**src/rtl/i8smx_queue.sv**
```systemverilog
// Two-entry row descriptor queue between the front and back parts.
// Depends on nothing beyond its DATA_W parameter.
`timescale 1ns / 1ps
`default_nettype none

module i8smx_queue #(
    parameter int DATA_W = 15
) (
    input  wire logic              clk,
    input  wire logic              rst_n,
    input  wire logic              push,
    input  wire logic [DATA_W-1:0] push_data,
    input  wire logic              pop,
    output logic [DATA_W-1:0]      head_data,
    output logic                   full,
    output logic                   empty
);
    logic [DATA_W-1:0] entry_reg [2];
    logic       wr_ptr_reg;
    logic       wr_ptr_next;
    logic       rd_ptr_reg;
    logic       rd_ptr_next;
    logic [1:0] fill_reg;
    logic [1:0] fill_next;

    always_comb
    begin
        wr_ptr_next = push ? ~wr_ptr_reg : wr_ptr_reg;
        rd_ptr_next = pop ? ~rd_ptr_reg : rd_ptr_reg;
        fill_next   = fill_reg + 2'(push) - 2'(pop);
    end

    always_ff @(posedge clk or negedge rst_n)
    begin
        if (!rst_n)
        begin
            wr_ptr_reg <= 1'b0;
            rd_ptr_reg <= 1'b0;
            fill_reg   <= 2'd0;
        end
        else
        begin
            wr_ptr_reg <= wr_ptr_next;
            rd_ptr_reg <= rd_ptr_next;
            fill_reg   <= fill_next;
        end
    end

    always_ff @(posedge clk)
    begin
        if (push)
        begin
            entry_reg[wr_ptr_reg] <= push_data;
        end
    end

    assign head_data = entry_reg[rd_ptr_reg];
    assign full      = fill_reg[1];
    assign empty     = (fill_reg == 2'd0);

endmodule

`default_nettype wire

```
**config.mk**
```make
export PLATFORM = sky130hd
export DESIGN_NAME = i8smx_queue
export DESIGN_NICKNAME = d
export VERILOG_FILES = /design/src/rtl/i8smx_queue.sv
export SDC_FILE = /design/constraint.sdc
export NUM_CORES = 1
export LEC_CHECK = 0
export BUFFER_PORTS_ARGS = -buffer_cell sky130_fd_sc_hd__buf_2
export CAP_MARGIN = 30
export CORE_UTILIZATION = 30
export DETAILED_ROUTE_END_ITERATION = 10
export PLACE_DENSITY_LB_ADDON = 0.05
export SYNTH_ARGS = -nofsm -noshare
export SYNTH_HDL_FRONTEND = slang
export SYNTH_SLANG_ARGS = --single-unit
```
**constraint.sdc**
```tcl
create_clock -name clk -period 4.85 [get_ports clk]
set_clock_uncertainty 0.1 [all_clocks]
set_input_delay 0.485 -clock clk [delete_from_list [all_inputs] [get_ports clk]]
set_output_delay 0.485 -clock clk [all_outputs]
set_load 0.02 [all_outputs]
```
* Word level (Yosys, flattened, before mapping)
Memory sizes are Yosys's and may differ from the RTL's.
Index checks and enable logic that the tools add are counted.
** Word-level totals
- Memories :: 1
- Output and inout bits :: 17
- Bits in registers :: 4
- Logic and storage cells :: 11
- Memory bits (writable) :: 30
- Bits in latches :: 0
- Bits in read-only memories :: 0
** Memories
- entry_reg :: depth 2, width 15, read ports 1, clocked after memory_dff 0, wr ports 1, line 18 : logic [DATA_W-1:0] entry_reg [2];
** Cells by class
- Bitwise gates (word level) :: 2
- Shift-type cells :: 0
- Divide/modulo/power cells :: 0
- Muxes and demuxes :: 2
- $lt $le $gt $ge :: 0
- Reduce and logical (&&, ||, !) cells :: 1
- Multipliers :: 0
- Equal/unequal tests :: 0
- Add/subtract/negate cells :: 2
** Operators with widths (count)
- adder 2 x 1 -> 2 bit :: 1
- zero test 2 bit :: 1
- two-way mux 1 bit :: 2
- NOT 1 bit :: 2
- subtractor 2 x 1 -> 2 bit :: 1

* Depth between registers and ports, before layout
- Depth after elaboration :: 2
- Mapped depth :: 5
- Gate-level depth less buffers :: 5

* Least setup slack after synthesis
No wires, ideal clock.
- Kind :: input -> register
- Start :: input push
- End :: memory entry_reg[0][0] (enable)
- Data required time :: 4362 ps
- Path slack :: 3155 ps
- Library setup time :: 388 ps
- Data arrival time :: 1206 ps
- Cell stages on the path :: 1
- Buffers on the path :: 0
- Path through :: nor2b_1
** Between the ends
- Word-level cells in the longest chain between the ends :: 2
** RTL lines
- from (decl) :: line 11 : input wire logic push,
- two-way mux 1 bit :: line 51 : if (push)
- two-way mux 1 bit (not written as such) :: line 53 : entry_reg[wr_ptr_reg] <= push_data;
- to (decl) :: line 18
Every way passes these cells.

* Worst setup path in the final report
- Start :: register rd_ptr_reg
- End :: output head_data[1]
** Between the ends
- Word-level cells in the longest chain between the ends :: 1
** RTL lines
- from (decl) :: line 21 : logic rd_ptr_reg;
- from (signal assigned) :: line 44 : rd_ptr_reg <= rd_ptr_next;
- memory read (2 x 15 bit)
- to (decl) :: line 14 : output logic [DATA_W-1:0] head_data,
Every way passes these cells.

==> summary.md <==
| Metric | Value |
|---|---|
| Largest stage delay, worst path | `0.91 ns` |
| Setup Viol. Count Final | `0` |
| Htree depth | `2` |
| Fin Hold WS | `0.286 ns` |
| Async SR Flop Fraction | `0.118` |
| Vias | `667` |
| Worst-skew pair later-pin latency | `0.28 ns` |
| Drc violations | `0` |
| Core Area | `0.00412 sq mm` |
| CTS root buf | `clkbuf_8` |
| Leakage | `0.000684 uW` |
| First-pass GRT wire length | `3200 um` |
| Sequential fraction of design power | `0.448` |
| Total Routing Usage GR | `0.104` |
| Worst Max-Slew Pin Slew | `0.863 ns` |
| Top cell type's share of synthesized area | `0.680` |
| Sw Ratio | `0.305` |
| Nets | `123` |
| Maximum VDD drop | `272 uV` |
| Crit. End Element | `output port` |
| Clk pin slew, worst setup/hold paths | `0.07 ns` |
| Min Clock Period, post-route | `2.34 ns` |
| Setup_tns | `0 ns` |
| Synth Net Count | `82` |
| Unrepaired setup endpoints after global routing | `no` |
| WP data required | `4.26 ns` |
| Grt total ovfl | `0` |
| Post-synth EDFFs | `30` |
| Worst setup SP type | `flop` |
| GRT busiest layer | `met2` |
| Gp weighted congestion | `0.599` |
| CP Class | `flop to output port` |
| Most numerous cell in the Yosys netlist | `edfxtp_1` |
| DIE HEIGHT | `68.5 um` |
| Remaining antenna violation count | `0` |
| Top cells by area, synth | `edfxtp_1 68%, mux2_4 10%, dfrtp_1 7.6%` |
| Final HPWL DP | `1370 um` |
| Final hold vios | `0` |
| Comb pwr share | `0.304` |
| Worst hold path class | `primary input to flop` |
| DR vias/cell | `4.36` |
| Ratio of cells with drive above 1 in the final layout | `0.573` |
| Sw power | `306 uW` |
| Total Wirelength | `2110 um` |
| Pwr dens | `605 mW/mm^2` |
| Cells after Synth | `61` |
| Met1 Resource Use GR | `0.104` |
| Max Cap Viol | `0` |
| Routed len/inst | `13.8 um` |
| Drt pass-1 iters | `2` |
| Max reg flops | `30` |
| Arrival time worst endpoint | `1.76 ns` |
| Antenna cell count | `0` |
| Tcrit/Tclk final | `0.483` |
| CTS sink count | `34` |
| Num rows | `23` |
| Pint | `695 uW` |
| Grt met2 use | `0.174` |
| Peak Freq | `427 MHz` |
| 1st-iter DRT viols | `11` |
| Most used DFF post-synth | `edfxtp_1` |
| Slew headroom | `0.422` |
| Longest Clk Path Bufs | `2` |
| Largest net degree at the start of global routing | `17` |
| Clk pwr share | `0.248` |
| CTS buffer count | `5` |
| Vias in the first global route | `702` |
| Max-slew violations | `0` |
| Yosys reg bits | `34` |
| Mapped Area | `0.00133 sq mm` |
| Synth warnings | `0` |
| Status | `completed` |
| Average footprint of a synthesized cell | `21.7 sq um` |
| Synth area leader | `edfxtp_1` |
| Worst path cell trace | `mux2_2, buf_2` |
| Die Area | `0.00469 sq mm` |
| Num ports | `36` |
| Die X | `68.5 um` |
| Fillers | `396` |
| Worst-path fanout max | `16` |
| PortBufs | `35` |
| Met3 usage | `0.0417` |
| Sequential fraction of the synthesis area | `0.755` |
| CTS tree | `done` |
| Post-synth top cells | `30 x edfxtp_1, 9 x mux2_4, 6 x mux2_2` |
| Synth unique cells | `13` |
| Synth-to-Final Area Change | `24.7%` |
| CP max stage cell | `dfrtp_1` |
| Initial antenna violation count | `0` |
| Initial Utilization | `0.322` |
| Setup bufs post-CTS | `0` |
==> final cells by class <==
cell class | instances | area [sq um] | share of cell area
well taps | 50 | 62.6 | 0.0379
clock inverters | 3 | 40.0 | 0.0242
clock buffers | 5 | 68.8 | 0.0416
flip-flops and latches | 34 | 1000 | 0.606
multi-input cells | 23 | 288 | 0.174
inverters | 2 | 7.51 | 0.00454
repair buffers | 36 | 185 | 0.112
==> kinds of logic (layout without fill, tap and decap cells) <==
kind of cell | after synthesis | count (layout) | share of synthesized area
xor gates and xnor gates | 3 | 3 | 0.0312
adders and majority gates | 2 | 2 | 0.0189
buffers and inverters | 4 | 46 | 0.0293
DFF | 34 | 34 | 0.755
muxes | 15 | 15 | 0.153
and+or+nand+nor | 3 | 3 | 0.0123
==> worst max-delay path: cells and delay by family, from the launching register on <==
family	cells	cell delay (ns)
multiplexers	1	0.41
buffers and inverters	1	0.16
flip-flops	1	0.91
==> placed cells by master (no fill, tap or decap) <==
| master | Yosys | routed |
|---|---|---|
| edfxtp_1 | 30 | 30 |
| and2_1 | 1 | 1 |
| clkbuf_8 | 0 | 5 |
| mux2_2 | 6 | 6 |
| inv_1 | 2 | 2 |
| xor3_1 | 1 | 1 |
| dfrtp_1 | 4 | 4 |
| bufinv_16 | 0 | 1 |
| mux2_4 | 9 | 9 |
| buf_2 | 0 | 35 |
| ha_1 | 2 | 2 |
| nor2b_2 | 0 | 1 |
| xor2_1 | 2 | 2 |
| nor2_1 | 1 | 1 |
| dlygate4sd3_1 | 0 | 1 |
| clkinv_2 | 0 | 2 |
==> metal layers <==
layer  part of all wire  wire length (um)
met5                  0                 0
met4              0.024                50
met3              0.063               133
met2               0.52              1090
met1               0.40               832
==> power by group through the flow <==
stage	Clock (uW)	Sequential [uW]	Combinational, uW
after floorplan	0	423	270
after global placement	0	454	308
after detailed placement	0	458	312
after CTS	261	451	312
after global routing	270	460	331
final	248	448	304
==> through the flow <==
stage | cells | instance area, sq um | power, uW | utilization | setup slack, ns
after floorplan | 61 | 1330 | 692 | - | 3.16
after global placement | 144 | 1530 | 762 | 0.373 | 2.75
after detailed placement | 144 | 1530 | 769 | 0.373 | 2.76
after CTS | 153 | 1650 | 1020 | 0.402 | 2.44
after global routing | 153 | 1650 | 1060 | 0.402 | 2.36
final | 153 | 1650 | 1000 | 0.402 | 2.51
==> what timing repair did <==
item / CTS / global route
gates resized for setup: 0 / 0
hold buffers: 1 / 0
endpoints found under the hold margin: 4 / 0
==> final timing paths <==
kind | depth (start not counted) | from | endpoint | slack [ns]
setup / recovery | 2 | rd_ptr_reg | head_data[1] | 2.51
hold / removal | 1 | push_data[4] | entry_reg[0][4] | 0.29
setup reg to reg | 1 | wr_ptr_reg | entry_reg[0][12] | 3.26
hold reg to reg | 1 | wr_ptr_reg | wr_ptr_reg | 0.42
max in group asynchronous | 2 | rst_n | fill_reg[0] | 4.10
min in group asynchronous | 2 | rst_n | wr_ptr_reg | 0.42
(Power assumes the default switching activity.)
