===== config.mk =====
export PLATFORM = sky130hd
export DESIGN_NAME = i8smx_front
export DESIGN_NICKNAME = d
export VERILOG_FILES = /design/src/rtl/i8smx_pkg.sv /design/src/rtl/i8smx_front.sv
export SDC_FILE = /design/constraint.sdc
export NUM_CORES = 1
export LEC_CHECK = 0
export ABC_CLOCK_PERIOD_IN_PS = 7100
export BUFFER_PORTS_ARGS = -buffer_cell sky130_fd_sc_hd__buf_2
export CAP_MARGIN = 20
export CORE_ASPECT_RATIO = 1.75
export CORE_MARGIN = 1
export CORE_UTILIZATION = 35
export DETAILED_ROUTE_END_ITERATION = 6
export SKIP_LAST_GASP = 1
export SLEW_MARGIN = 0
export SYNTH_ARGS = -nofsm -noshare
export SYNTH_HDL_FRONTEND = slang
export SYNTH_SLANG_ARGS = --single-unit

===== constraint.sdc =====
create_clock -name clk -period 7.1 [get_ports clk]
set_input_delay 1.42 -clock clk [delete_from_list [all_inputs] [get_ports clk]]
set_output_delay 1.42 -clock clk [all_outputs]
set_load 0.02 [all_outputs]

===== src/rtl/i8smx_pkg.sv =====
// Shared types, constants and arithmetic helpers of the int8 row softmax.
// Used by every module under rtl/ except i8smx_queue; depends on nothing.
`timescale 1ns / 1ps
`default_nettype none

package i8smx_pkg;

    localparam int ROW_MAX_DEF = 64;
    localparam int DIFF_W      = 9;
    localparam int CFG_W       = 32;
    localparam int CFG_IDX_W   = 2;
    localparam int DIV_CNT_W   = 6;

    typedef enum logic [CFG_IDX_W-1:0] {
        CFG_MULT     = 2'd0,
        CFG_SHIFT    = 2'd1,
        CFG_MIN_DIFF = 2'd2
    } i8smx_cfg_idx_t;

    localparam logic [30:0]        MULT_RST     = 31'd1073741824;
    localparam logic [4:0]         SHIFT_RST    = 5'd22;
    localparam logic signed [31:0] MIN_DIFF_RST = -32'sd255;

    localparam logic [31:0] EXP_C_THIRD = 32'd715827883;
    localparam logic [31:0] EXP_C_BASE  = 32'd1895147668;
    localparam logic [31:0] EXP_X_BIAS  = 32'h1000_0000;
    localparam logic [31:0] RECIP_SAT   = 32'h7FFF_FFFF;
    localparam logic [31:0] HALF_SCALE  = 32'h8000_0000;
    localparam logic [5:0]  SUM_SHIFT   = 6'd12;
    localparam logic [5:0]  ROUND_BASE  = 6'd35;
    localparam logic [5:0]  HEAD_EMPTY  = 6'd32;
    localparam logic [DIV_CNT_W-1:0] DIV_LAST = 6'd62;
    localparam logic signed [7:0] PROB_MIN = -8'sd128;
    localparam logic signed [7:0] PROB_MAX = 8'sd127;
    localparam logic signed [32:0] PROB_OFFSET = 33'sd128;

    localparam logic [31:0] EXP_STEPS [7] = '{
        32'd1672461947, 32'd1302514674, 32'd790015084, 32'd290630308,
        32'd39332535, 32'd720401, 32'd242
    };

    localparam logic [3:0] OP_V     = 4'd0;
    localparam logic [3:0] OP_X2    = 4'd1;
    localparam logic [3:0] OP_QUAD  = 4'd2;
    localparam logic [3:0] OP_CUBE  = 4'd3;
    localparam logic [3:0] OP_POLY  = 4'd4;
    localparam logic [3:0] OP_BASE  = 4'd5;
    localparam logic [3:0] OP_STEP0 = 4'd6;
    localparam logic [3:0] OP_LAST  = 4'd12;

    typedef struct packed {
        logic signed [7:0] logit;
        logic              last_of_row;
    } i8smx_in_t;

    typedef struct packed {
        logic signed [7:0] probability;
        logic              last_out;
    } i8smx_out_t;

    typedef struct packed {
        logic [30:0]        multiplier;
        logic [4:0]         shift;
        logic signed [31:0] min_difference;
    } i8smx_cfg_t;

    typedef enum logic [1:0] {
        EXP_IDLE,
        EXP_MUL,
        EXP_USE
    } i8smx_exp_state_t;

    typedef enum logic [3:0] {
        B_IDLE,
        B_SUM_RD,
        B_SUM_EX,
        B_SUM_WT,
        B_NORM,
        B_DIVSET,
        B_DIV,
        B_OUT_RD,
        B_OUT_EX,
        B_OUT_WT,
        B_OUT_RND,
        B_DONE
    } i8smx_back_state_t;

    function automatic logic [31:0] dbl_high(input logic signed [63:0] prod, input logic neg);
        logic signed [64:0] nudge;
        logic signed [64:0] s;
        logic signed [64:0] q;
        nudge = neg ? (65'sd1 - (65'sd1 <<< 30)) : (65'sd1 <<< 30);
        s = 65'(prod) + nudge;
        q = s[64] ? ((s + 65'sd2147483647) >>> 31) : (s >>> 31);
        return q[31:0];
    endfunction

    function automatic logic [31:0] round_shift(input logic [31:0] v, input logic [5:0] e);
        logic signed [39:0] t;
        logic signed [39:0] r;
        t = 40'($signed(v)) + (v[31] ? -40'sd1 : 40'sd0)
            + ((e == 6'd0) ? 40'sd0 : (40'sd1 <<< (e - 6'd1)));
        r = t >>> e;
        return (e == 6'd0) ? v : r[31:0];
    endfunction

endpackage

`default_nettype wire


===== src/rtl/i8smx_front.sv =====
// Front part: accepts logits, writes them to the row bank, tracks the row maximum
// and pushes a row descriptor when the row closes. Depends on i8smx_pkg.
`timescale 1ns / 1ps
`default_nettype none

module i8smx_front #(
    parameter int ROW_MAX = i8smx_pkg::ROW_MAX_DEF,
    parameter int IDX_W   = 6,
    parameter int CNT_W   = 7
) (
    input  wire logic                 clk,
    input  wire logic                 rst_n,
    input  wire logic                 accept,
    input  wire i8smx_pkg::i8smx_in_t item,
    output logic                      push,
    output logic [CNT_W+7:0]          push_data,
    output logic                      wr_en,
    output logic [IDX_W:0]            wr_addr,
    output logic [7:0]                wr_data
);
    import i8smx_pkg::*;

    logic [CNT_W-1:0]   count_reg;
    logic [CNT_W-1:0]   count_next;
    logic signed [7:0]  max_reg;
    logic signed [7:0]  max_next;
    logic               bank_reg;
    logic               bank_next;
    logic [CNT_W-1:0]   count_inc;
    logic signed [7:0]  max_upd;
    logic               close;

    always_comb
    begin
        count_inc  = count_reg + CNT_W'(1);
        max_upd    = (item.logit > max_reg) ? item.logit : max_reg;
        close      = accept && (item.last_of_row || (count_inc == CNT_W'(ROW_MAX)));
        count_next = count_reg;
        max_next   = max_reg;
        bank_next  = bank_reg;
        if (accept)
        begin
            count_next = count_inc;
            max_next   = max_upd;
        end
        if (close)
        begin
            count_next = '0;
            max_next   = PROB_MIN;
            bank_next  = ~bank_reg;
        end
    end

    always_ff @(posedge clk or negedge rst_n)
    begin
        if (!rst_n)
        begin
            count_reg <= '0;
            max_reg   <= PROB_MIN;
            bank_reg  <= 1'b0;
        end
        else
        begin
            count_reg <= count_next;
            max_reg   <= max_next;
            bank_reg  <= bank_next;
        end
    end

    assign push      = close;
    assign push_data = {count_inc, max_upd};
    assign wr_en     = accept;
    assign wr_addr   = {bank_reg, count_reg[IDX_W-1:0]};
    assign wr_data   = item.logit;

endmodule

`default_nettype wire


### Yosys cells after proc, flatten, opt, wreduce, memory -nomap -nowiden

Index checks and enable logic that the tools add are counted.
Widths: inputs -> output; s select.

* output and inout bits: 32
* word-level logic and storage cells: 15
* flip-flop bits (word level): 16
* bits of input ports: 12

* multiplexer cells: 5
* reductions and logical operators: 3
* equal/unequal tests: 1
* add/sub/neg operators: 1
* order comparisons: 1
* bitwise logic cells: 1

Operators by type and width (count)
* $mux 8: 3
* $mux 7: 2
* $gt 8x8->1: 1
* $add 7x1->7 const B: 1
* $eq 7x7->1 const B: 1
* $reduce_bool 2->1: 1
* $logic_and 1x1->1: 1
* $logic_or 1x1->1: 1
* $not 1->1: 1

### Longest topological paths before layout

Gate-level depths: netlist (run 1).

* depth after elaboration: 5
* gate-level depth with buffers: 7
* gate-level depth less buffers: 7

### Least setup slack after synthesis (run 1)

OpenSTA, ideal clock, no wires.

* path kind: input -> output
* start: input item[8] (netlist name)
* end: output push_data[0]
* arrival: 3.035 ns
* path buffers: 0
* stages on the path: 6
* path slack: 2.645 ns
* cell sequence: ha_1 -> nand4_1 -> nand2b_1 -> a21oi_1 -> nor2_2 -> mux2i_1

* longest elaborated chain between the ends: 2

RTL lines
* start, declared: line i8smx_front.sv:14 `input wire i8smx_pkg::i8smx_in_t item,`
* $gt 8x8->1: line i8smx_front.sv:36 `max_upd = (item.logit > max_reg) ? item.logit : max_reg;`
* $mux 8: line i8smx_front.sv:36
* end, declared: line i8smx_front.sv:16 `output logic [CNT_W+7:0] push_data,`

Every way passes these cells.

### Worst setup path in the final report (run 1)

* start: input item[8] (netlist name)
* end: output push_data[5]

The elaborated chain is that of the path after synthesis.

==> reports/metrics.cfg, run 1 <==
[outcome]
status=completed

[logic_synthesis]
ys_types=40
synthTopCellsByArea=dfrtp_1 28%, buf_4 9.6%, ha_1 9.5%, mux2_2 6.0%, o211ai_1 4.5%
synth_nets=164
synth-async-reset-ratio=1.00
postSynthCellCount=142
synth_edf_count=0
syn_area_per_cell_um2=9.32
yosysTopAreaCellShare=0.284
synth_ff_type=dfrtp_1
yosysMostFrequentCell=buf_4
yosysWarnings=0
synth_top_cell_by_area=dfrtp_1
synth_common_cells=17 x buf_4, 15 x dfrtp_1, 13 x inv_1
syn_area_mm2=0.00132
ys_seq_elements=16
yosysSeqAreaShare=0.303

[floorplanning]
io_pins=44
initial_core_util=0.365
die_area_mm2=0.00404
die_h_um=83.4
rows=29
dieWidth_um=48.5
core_area_mm2=0.00363

[global_routing]
antenna_found_initial=0
gr-total-overflow=0
grt_pass1_wl_mm=5.16
track_usage=0.160
grt_pass1_vias=1218
grt_max_degree=17

[clocking]
post_cts_buffers=0
cts_made_buffers=3
tritoncts=yes
cts.clk_slew.worst_paths_ns=0.07
cts_buffer_depth=2
cts_resized=0
ctsHoldBuffers=0
h-tree-depth=1
root_buffer=clkbuf_8
clock-sinks=16
clk_latency_ns=0.25

[routing]
vias_per_cell=5.47
firstDrtPassIters=4
final_antenna_net_count=0
totalWireLength_mm=3.00
via_count=1171
post-route-drc-count=0
initialDrtViolationCount=14
wire_per_inst_um=14.0

[sta]
tightestPinTransition_ns=0.902
drv_slew=0
fin_skew_ns=0.00667
setup_viol=0
period_needed_ns=4.94
relSlewSlack=0.396
period_share=0.696
finalHoldViolations=0
holdWs_ns=0.487
fmax_ghz=0.202
rsz0062_at_grt=false
tns_ns=0

[power]
leakage_nw=0.723
power_w=0.000335
irDropWorstVdd_mv=0.0869
power_density_mw_per_mm2=224

[critical_path]
end_kind=output port
worstPathRequired_ns=5.68
critPathArrivalTime_ns=3.52
cp_common_cell=buf_2
cpLargestDelayFamily=compound AO/OA/AOI/OAI gates
path_class=in -> out
critical-path-max-stage-delay_ns=0.63
reg2reg_depth=7
worstPathCellList=buf_2 > ha_1 > nand4_1 > nand2b_1 > a21oi_1 > nor2_2 > mux2_2 > buf_2
worst_path_max_delay_cell=a21oi_1
crit_path_start_kind=primary input
cp.depth=8
crit_fanout=10
crit_buf_inv=2

[min_path]
whs_path_depth=1
hp-class=reg -> reg

[finish]
syn2layout_area_growth_pct=12.9
multi_input_area_um2=712
diodes=0
fill_cells=382
final_nets=191
largest_reg_flops=8
drive_above_1_share=0.369
ff_latch_area_um2=402

[placement]
port_buffers=43
hpwlAfterDp_mm=2.33
gp_congestion=0.841

[run]
max-cap-violations=0

-- metal layers --
metal,share of wire,track usage,up-vias
met4,0.015,0.0722,0
li1,-,-,557
met1,0.40,0.170,579
met2,0.56,0.306,31
met5,0,0,-
met3,0.026,0.0147,4
-- worst paths after layout --
check,to,startpoint,slack [ns]
max,push_data[5],item[8],2.16
min,bank_reg$_DFFE_PN0P_,bank_reg$_DFFE_PN0P_,0.49
min reg2reg,bank_reg$_DFFE_PN0P_,bank_reg$_DFFE_PN0P_,0.49
min in group asynchronous,count_reg[2]$_DFFE_PN0P_,rst_n,1.08
max reg2reg,max_reg[1]$_DFFE_PN0P_,max_reg[7]$_DFFE_PN1P_,4.76
max in group asynchronous,max_reg[7]$_DFFE_PN1P_,rst_n,5.70
-- power by group --
group | internal [W] | total [W] | switching, W
combinational | 0.0000525 | 0.000135 | 0.0000824
sequential | 0.000105 | 0.000118 | 0.0000128
clock | 0.0000492 | 0.0000826 | 0.0000334
-- final cells by class --
class | instances | area share
Multi-Input combinational cell | 91 | 0.477
Sequential cell | 16 | 0.269
Inverter | 14 | 0.0352
Clock buffer | 4 | 0.0369
Timing Repair Buffer | 43 | 0.144
Tap cell | 46 | 0.0385
-- per-stage QoR --
step	instances	cell area, um2	setup slack, ns	utilization
floorplan	142	1320	2.64	-
global placement	210	1440	2.23	0.397
detailed placement	210	1440	2.16	0.397
CTS	214	1490	2.16	0.412
global route	214	1490	2.01	0.412
finish	214	1490	2.16	0.412
-- cells by family (layout without fill, tap and decap cells) --
group,count (synthesis),in the layout,share of synthesized area
AOI/OAI and AO/OA,40,40,0.231
muxes,8,8,0.0671
buffers and inverters,35,61,0.159
adders and majority gates,10,10,0.0945
and+or+nand+nor,28,28,0.112
DFF,16,16,0.303
xor gates and xnor gates,5,5,0.0331
-- cells in the final DEF, fill, tap and decap left out, types with 7 or more instances in the layout --
cell      instances
buf_2            43
dfrtp_1          15
ha_1             10
inv_1            13
mux2_2            7
nand2_1           9
o211ai_1          8
o22ai_1           8
No activity file was read; power rests on OpenSTA's default activity.
==> run 2, diff against run 1 <==
--- a/config.mk
+++ b/config.mk
@@ -5,7 +5,7 @@
 export SDC_FILE = /design/constraint.sdc
 export NUM_CORES = 1
 export LEC_CHECK = 0
-export ABC_CLOCK_PERIOD_IN_PS = 7100
+export ABC_CLOCK_PERIOD_IN_PS = 4500
 export BUFFER_PORTS_ARGS = -buffer_cell sky130_fd_sc_hd__buf_2
 export CAP_MARGIN = 20
 export CORE_ASPECT_RATIO = 1.75
==> constraint.sdc (replaced) <==
create_clock -name clk -period 4.5 [get_ports clk]
set_input_delay 0.9 -clock clk [delete_from_list [all_inputs] [get_ports clk]]
set_output_delay 0.9 -clock clk [all_outputs]
set_load 0.02 [all_outputs]
==> reports/metrics.cfg, run 2 (synthesis results as in run 1) <==
[finish]
mostFrequentLayoutCell=buf_2
final_nets=193
syn2layout_area_growth_pct=13.2
layout_common_cells=43 x buf_2, 15 x dfrtp_1, 13 x inv_1, 10 x ha_1, 9 x nand2_1
diodes=0
drive_above_1_share=0.371
ff_latch_area_um2=402
multi_input_area_um2=712
largest_reg_flops=8
fill_cells=393

[critical_path]
reg2reg_depth=6
end_kind=output port
critPathArrivalTime_ns=2.69
r2r_start=count_reg[1]$_DFFE_PN0P_
path_class=in -> out
crit_path_start_kind=primary input
r2r_slack_ns=2.17
worstPathRequired_ns=3.60
rr_endpoint=count_reg[2]$_DFFE_PN0P_
crit_start=item[2]
crit_fanout=8

[global_routing]
track_usage=0.166
grt_pass1_vias=1152
grt_pass1_wl_mm=5.18
grt_max_degree=17
gr-total-overflow=0
antenna_found_initial=0

[sta]
drv_slew=0
tns_ns=0
rsz0062_at_grt=false
fmax_ghz=0.278
period_share=0.799
period_needed_ns=3.59
setup_viol=0
finalHoldViolations=0
tightestPinTransition_ns=0.447
fin_skew_ns=0.00254
relSlewSlack=0.701
post-route-worst-setup-slack_ns=0.906

[routing]
post-route-drc-count=0
wire_per_inst_um=15.1
firstDrtPassIters=4
via_count=1169
final_antenna_net_count=0
vias_per_cell=5.41
totalWireLength_mm=3.26
initialDrtViolationCount=25

[min_path]
hp-class=reg -> reg
whs_path_depth=1
min_to=bank_reg$_DFFE_PN0P_
worstHoldStart=bank_reg$_DFFE_PN0P_

[run]
max-cap-violations=0

[placement]
gp_congestion=0.840
dp_slack_ns=0.899
port_buffers=43
hpwlAfterDp_mm=2.47

[floorplanning]
die_h_um=83.4
rows=29
io_pins=44
initial_core_util=0.365
dieWidth_um=48.5
core_area_mm2=0.00363
die_area_mm2=0.00404

[power]
leakage_nw=0.727
power_density_mw_per_mm2=348
irDropWorstVdd_mv=0.134

[clocking]
root_buffer=clkbuf_8
cts_made_buffers=3
clk_latency_ns=0.25
cts_buffer_depth=2
ctsHoldBuffers=0
post_cts_buffers=0
cts_resized=0
clock-sinks=16
h-tree-depth=1
tritoncts=yes
cts.clk_slew.worst_paths_ns=0.06

[outcome]
status=completed

run 2: power breakdown:
part           internal, W  switching, W
sequential        0.000165     0.0000212
combinational    0.0000863      0.000134
clock            0.0000629     0.0000513
run 2: worst max-delay path by stage:
stage,to,slack [ns],cells past startpoint
2_1_floorplan,push_data[0],1.08,6
3_3_place_gp,push_data[5],0.96,8
3_5_place_dp,push_data[5],0.90,8
4_1_cts,push_data[5],0.89,8
5_1_grt,push_data[5],0.81,8
6_report,push_data[5],0.91,8
run 2: metrics by stage:
step / instances / hold WS, ns / instance area [um2] / total power (W) / util
6_report: 216 / 0.472 / 1500 / 0.000521 / 0.413
5_1_grt: 216 / 0.500 / 1500 / 0.000550 / 0.413
4_1_cts: 216 / 0.472 / 1500 / 0.000523 / 0.413
3_5_place_dp: 212 / 0.459 / 1450 / 0.000408 / 0.401
3_3_place_gp: 212 / 0.451 / 1450 / 0.000403 / 0.401
2_1_floorplan: 142 / 0.443 / 1320 / 0.000355 / -
run 2: layout make-up:
cell class / instances / area share
Multi-Input combinational cell: 91 / 0.475
Sequential cell: 16 / 0.268
Timing Repair Buffer: 45 / 0.154
Tap cell: 46 / 0.0384
Inverter: 14 / 0.0351
Clock buffer: 4 / 0.0301
run 2: routing by layer:
layer  GRT usage  vias up  wire, um
met5           0        -         0
met4       0.142        0       146
met3     0.00549       17       111
met2       0.305       42      1730
met1       0.167      546      1270
li1            -      564         -
run 2: worst max-delay path: stages:
cell and delay [ns]:
buf_2 0.13, ha_1 0.30, nor2b_1 0.13, o211ai_1 0.15, a21oi_1 0.12, nor2_2 0.39
mux2_2 0.41, buf_2 0.16
==> run 3, diff against run 2 <==
--- a/config.mk
+++ b/config.mk
@@ -5,7 +5,7 @@
 export SDC_FILE = /design/constraint.sdc
 export NUM_CORES = 1
 export LEC_CHECK = 0
-export ABC_CLOCK_PERIOD_IN_PS = 4500
+export ABC_CLOCK_PERIOD_IN_PS = 3700
 export BUFFER_PORTS_ARGS = -buffer_cell sky130_fd_sc_hd__buf_2
 export CAP_MARGIN = 20
 export CORE_ASPECT_RATIO = 1.75
==> constraint.sdc (replaced) <==
create_clock -name clk -period 3.7 [get_ports clk]
set_input_delay 0.74 -clock clk [delete_from_list [all_inputs] [get_ports clk]]
set_output_delay 0.74 -clock clk [all_outputs]
set_load 0.02 [all_outputs]
==> reports/metrics.cfg, run 3 (synthesis results as in run 1) <==
[routing]
totalWireLength_mm=3.13
firstDrtPassIters=4
via_count=1149
final_antenna_net_count=0
vias_per_cell=5.32
initialDrtViolationCount=33
wire_per_inst_um=14.5
post-route-drc-count=0

[critical_path]
crit_fanout=8
worstPathRequired_ns=2.96
path_class=in -> out
cp_common_cell=buf_2
end_kind=output port
critPathArrivalTime_ns=2.53
worst_path_max_delay_cell=nor2_2
worstPathCellList=buf_2 > ha_1 > nor2b_1 > o211ai_1 > a21oi_1 > nor2_2 > mux2_2 > buf_2
crit_buf_inv=2
cpLargestDelayFamily=simple AND/OR/NAND/NOR gates
crit_path_start_kind=primary input
critical-path-max-stage-delay_ns=0.40

[finish]
final_nets=193
mostFrequentLayoutCell=buf_2
layout_common_cells=43 x buf_2, 15 x dfrtp_1, 13 x inv_1, 10 x ha_1, 9 x nand2_1
syn2layout_area_growth_pct=13.2
largest_reg_flops=8
fill_cells=404
final_cells=216
utilization=0.413
drive_above_1_share=0.371
diodes=0

[clocking]
cts_resized=0
post_cts_buffers=0
cts.clk_slew.worst_paths_ns=0.06
clk_latency_ns=0.24
ctsHoldBuffers=0
tritoncts=yes
cts_buffer_depth=2
clock-sinks=16
h-tree-depth=1
cts_made_buffers=3
root_buffer=clkbuf_8

[sta]
fmax_ghz=0.306
setup_viol=0
period_needed_ns=3.27
drv_slew=0
relSlewSlack=0.695
rsz0062_at_grt=false
fin_skew_ns=0.00448
tightestPinTransition_ns=0.457
holdWs_ns=0.415
tns_ns=0
finalHoldViolations=0
period_share=0.883

[placement]
dp.cells=212
port_buffers=43
hpwlAfterDp_mm=2.42
gp_congestion=0.803

[floorplanning]
io_pins=44
rows=29
dieWidth_um=48.5
core_area_mm2=0.00363
die_area_mm2=0.00404
initial_core_util=0.365
die_h_um=83.4

[global_routing]
grt_max_degree=17
antenna_found_initial=0
grt_pass1_vias=1141
gr-total-overflow=0
grt_pass1_wl_mm=5.18
track_usage=0.161

[power]
power_density_mw_per_mm2=416
leakage_nw=0.727
power_w=0.000623
irDropWorstVdd_mv=0.180

[outcome]
status=completed

[min_path]
hp-class=in -> async

[run]
max-cap-violations=0

-- run 3: cell counts in the layout (fill, tap and decap cells not counted) --
Identical to the previous run, type by type.
-- run 3: path summary, 6_finish.rpt --
path / startpoint / endpoint / slack, ns / cells after the start
max: item[2] / push_data[5] / 0.43 / 8
min: rst_n / count_reg[4]$_DFFE_PN0P_ / 0.41 / 1
max reg2reg: count_reg[0]$_DFFE_PN0P_ / count_reg[2]$_DFFE_PN0P_ / 1.35 / 6
min reg2reg: bank_reg$_DFFE_PN0P_ / bank_reg$_DFFE_PN0P_ / 0.47 / 1
max in group asynchronous: rst_n / max_reg[7]$_DFFE_PN1P_ / 2.97 / 1
min in group clk: bank_reg$_DFFE_PN0P_ / bank_reg$_DFFE_PN0P_ / 0.47 / 1
-- run 3: final cells by class --
| class | instances | area [um2] | area share |
|---|---|---|---|
| inverter | 14 | 52.6 | 0.0351 |
| multi-input combinational | 91 | 712 | 0.475 |
| clock buffer | 4 | 45.0 | 0.0301 |
| sequential | 16 | 402 | 0.268 |
| timing repair buffer | 45 | 230 | 0.154 |
| tap | 46 | 57.6 | 0.0384 |
-- run 3: metrics by stage --
stage / area (um2) / worst slack [ns]
6_report: 1500 / 0.431
5_1_grt: 1500 / 0.333
4_1_cts: 1500 / 0.421
3_5_place_dp: 1450 / 0.422
3_3_place_gp: 1450 / 0.493
2_1_floorplan: 1320 / 0.605
-- run 3: metal layers --
layer / track usage / share of wire / vias to the layer above
met5: 0 / 0 / -
met4: 0.0535 / 0.0080 / 0
met3: 0.0183 / 0.027 / 2
met2: 0.327 / 0.57 / 32
met1: 0.163 / 0.39 / 561
li1: - / - / 554
-- run 3: where the power goes --
part / leakage (nW) / switching (W) / internal (W) / total, W
logic: 0.495 / 0.000161 / 0.000105 / 0.000265
registers: 0.209 / 0.0000245 / 0.000201 / 0.000226
clock network: 0.0228 / 0.0000565 / 0.0000761 / 0.000133
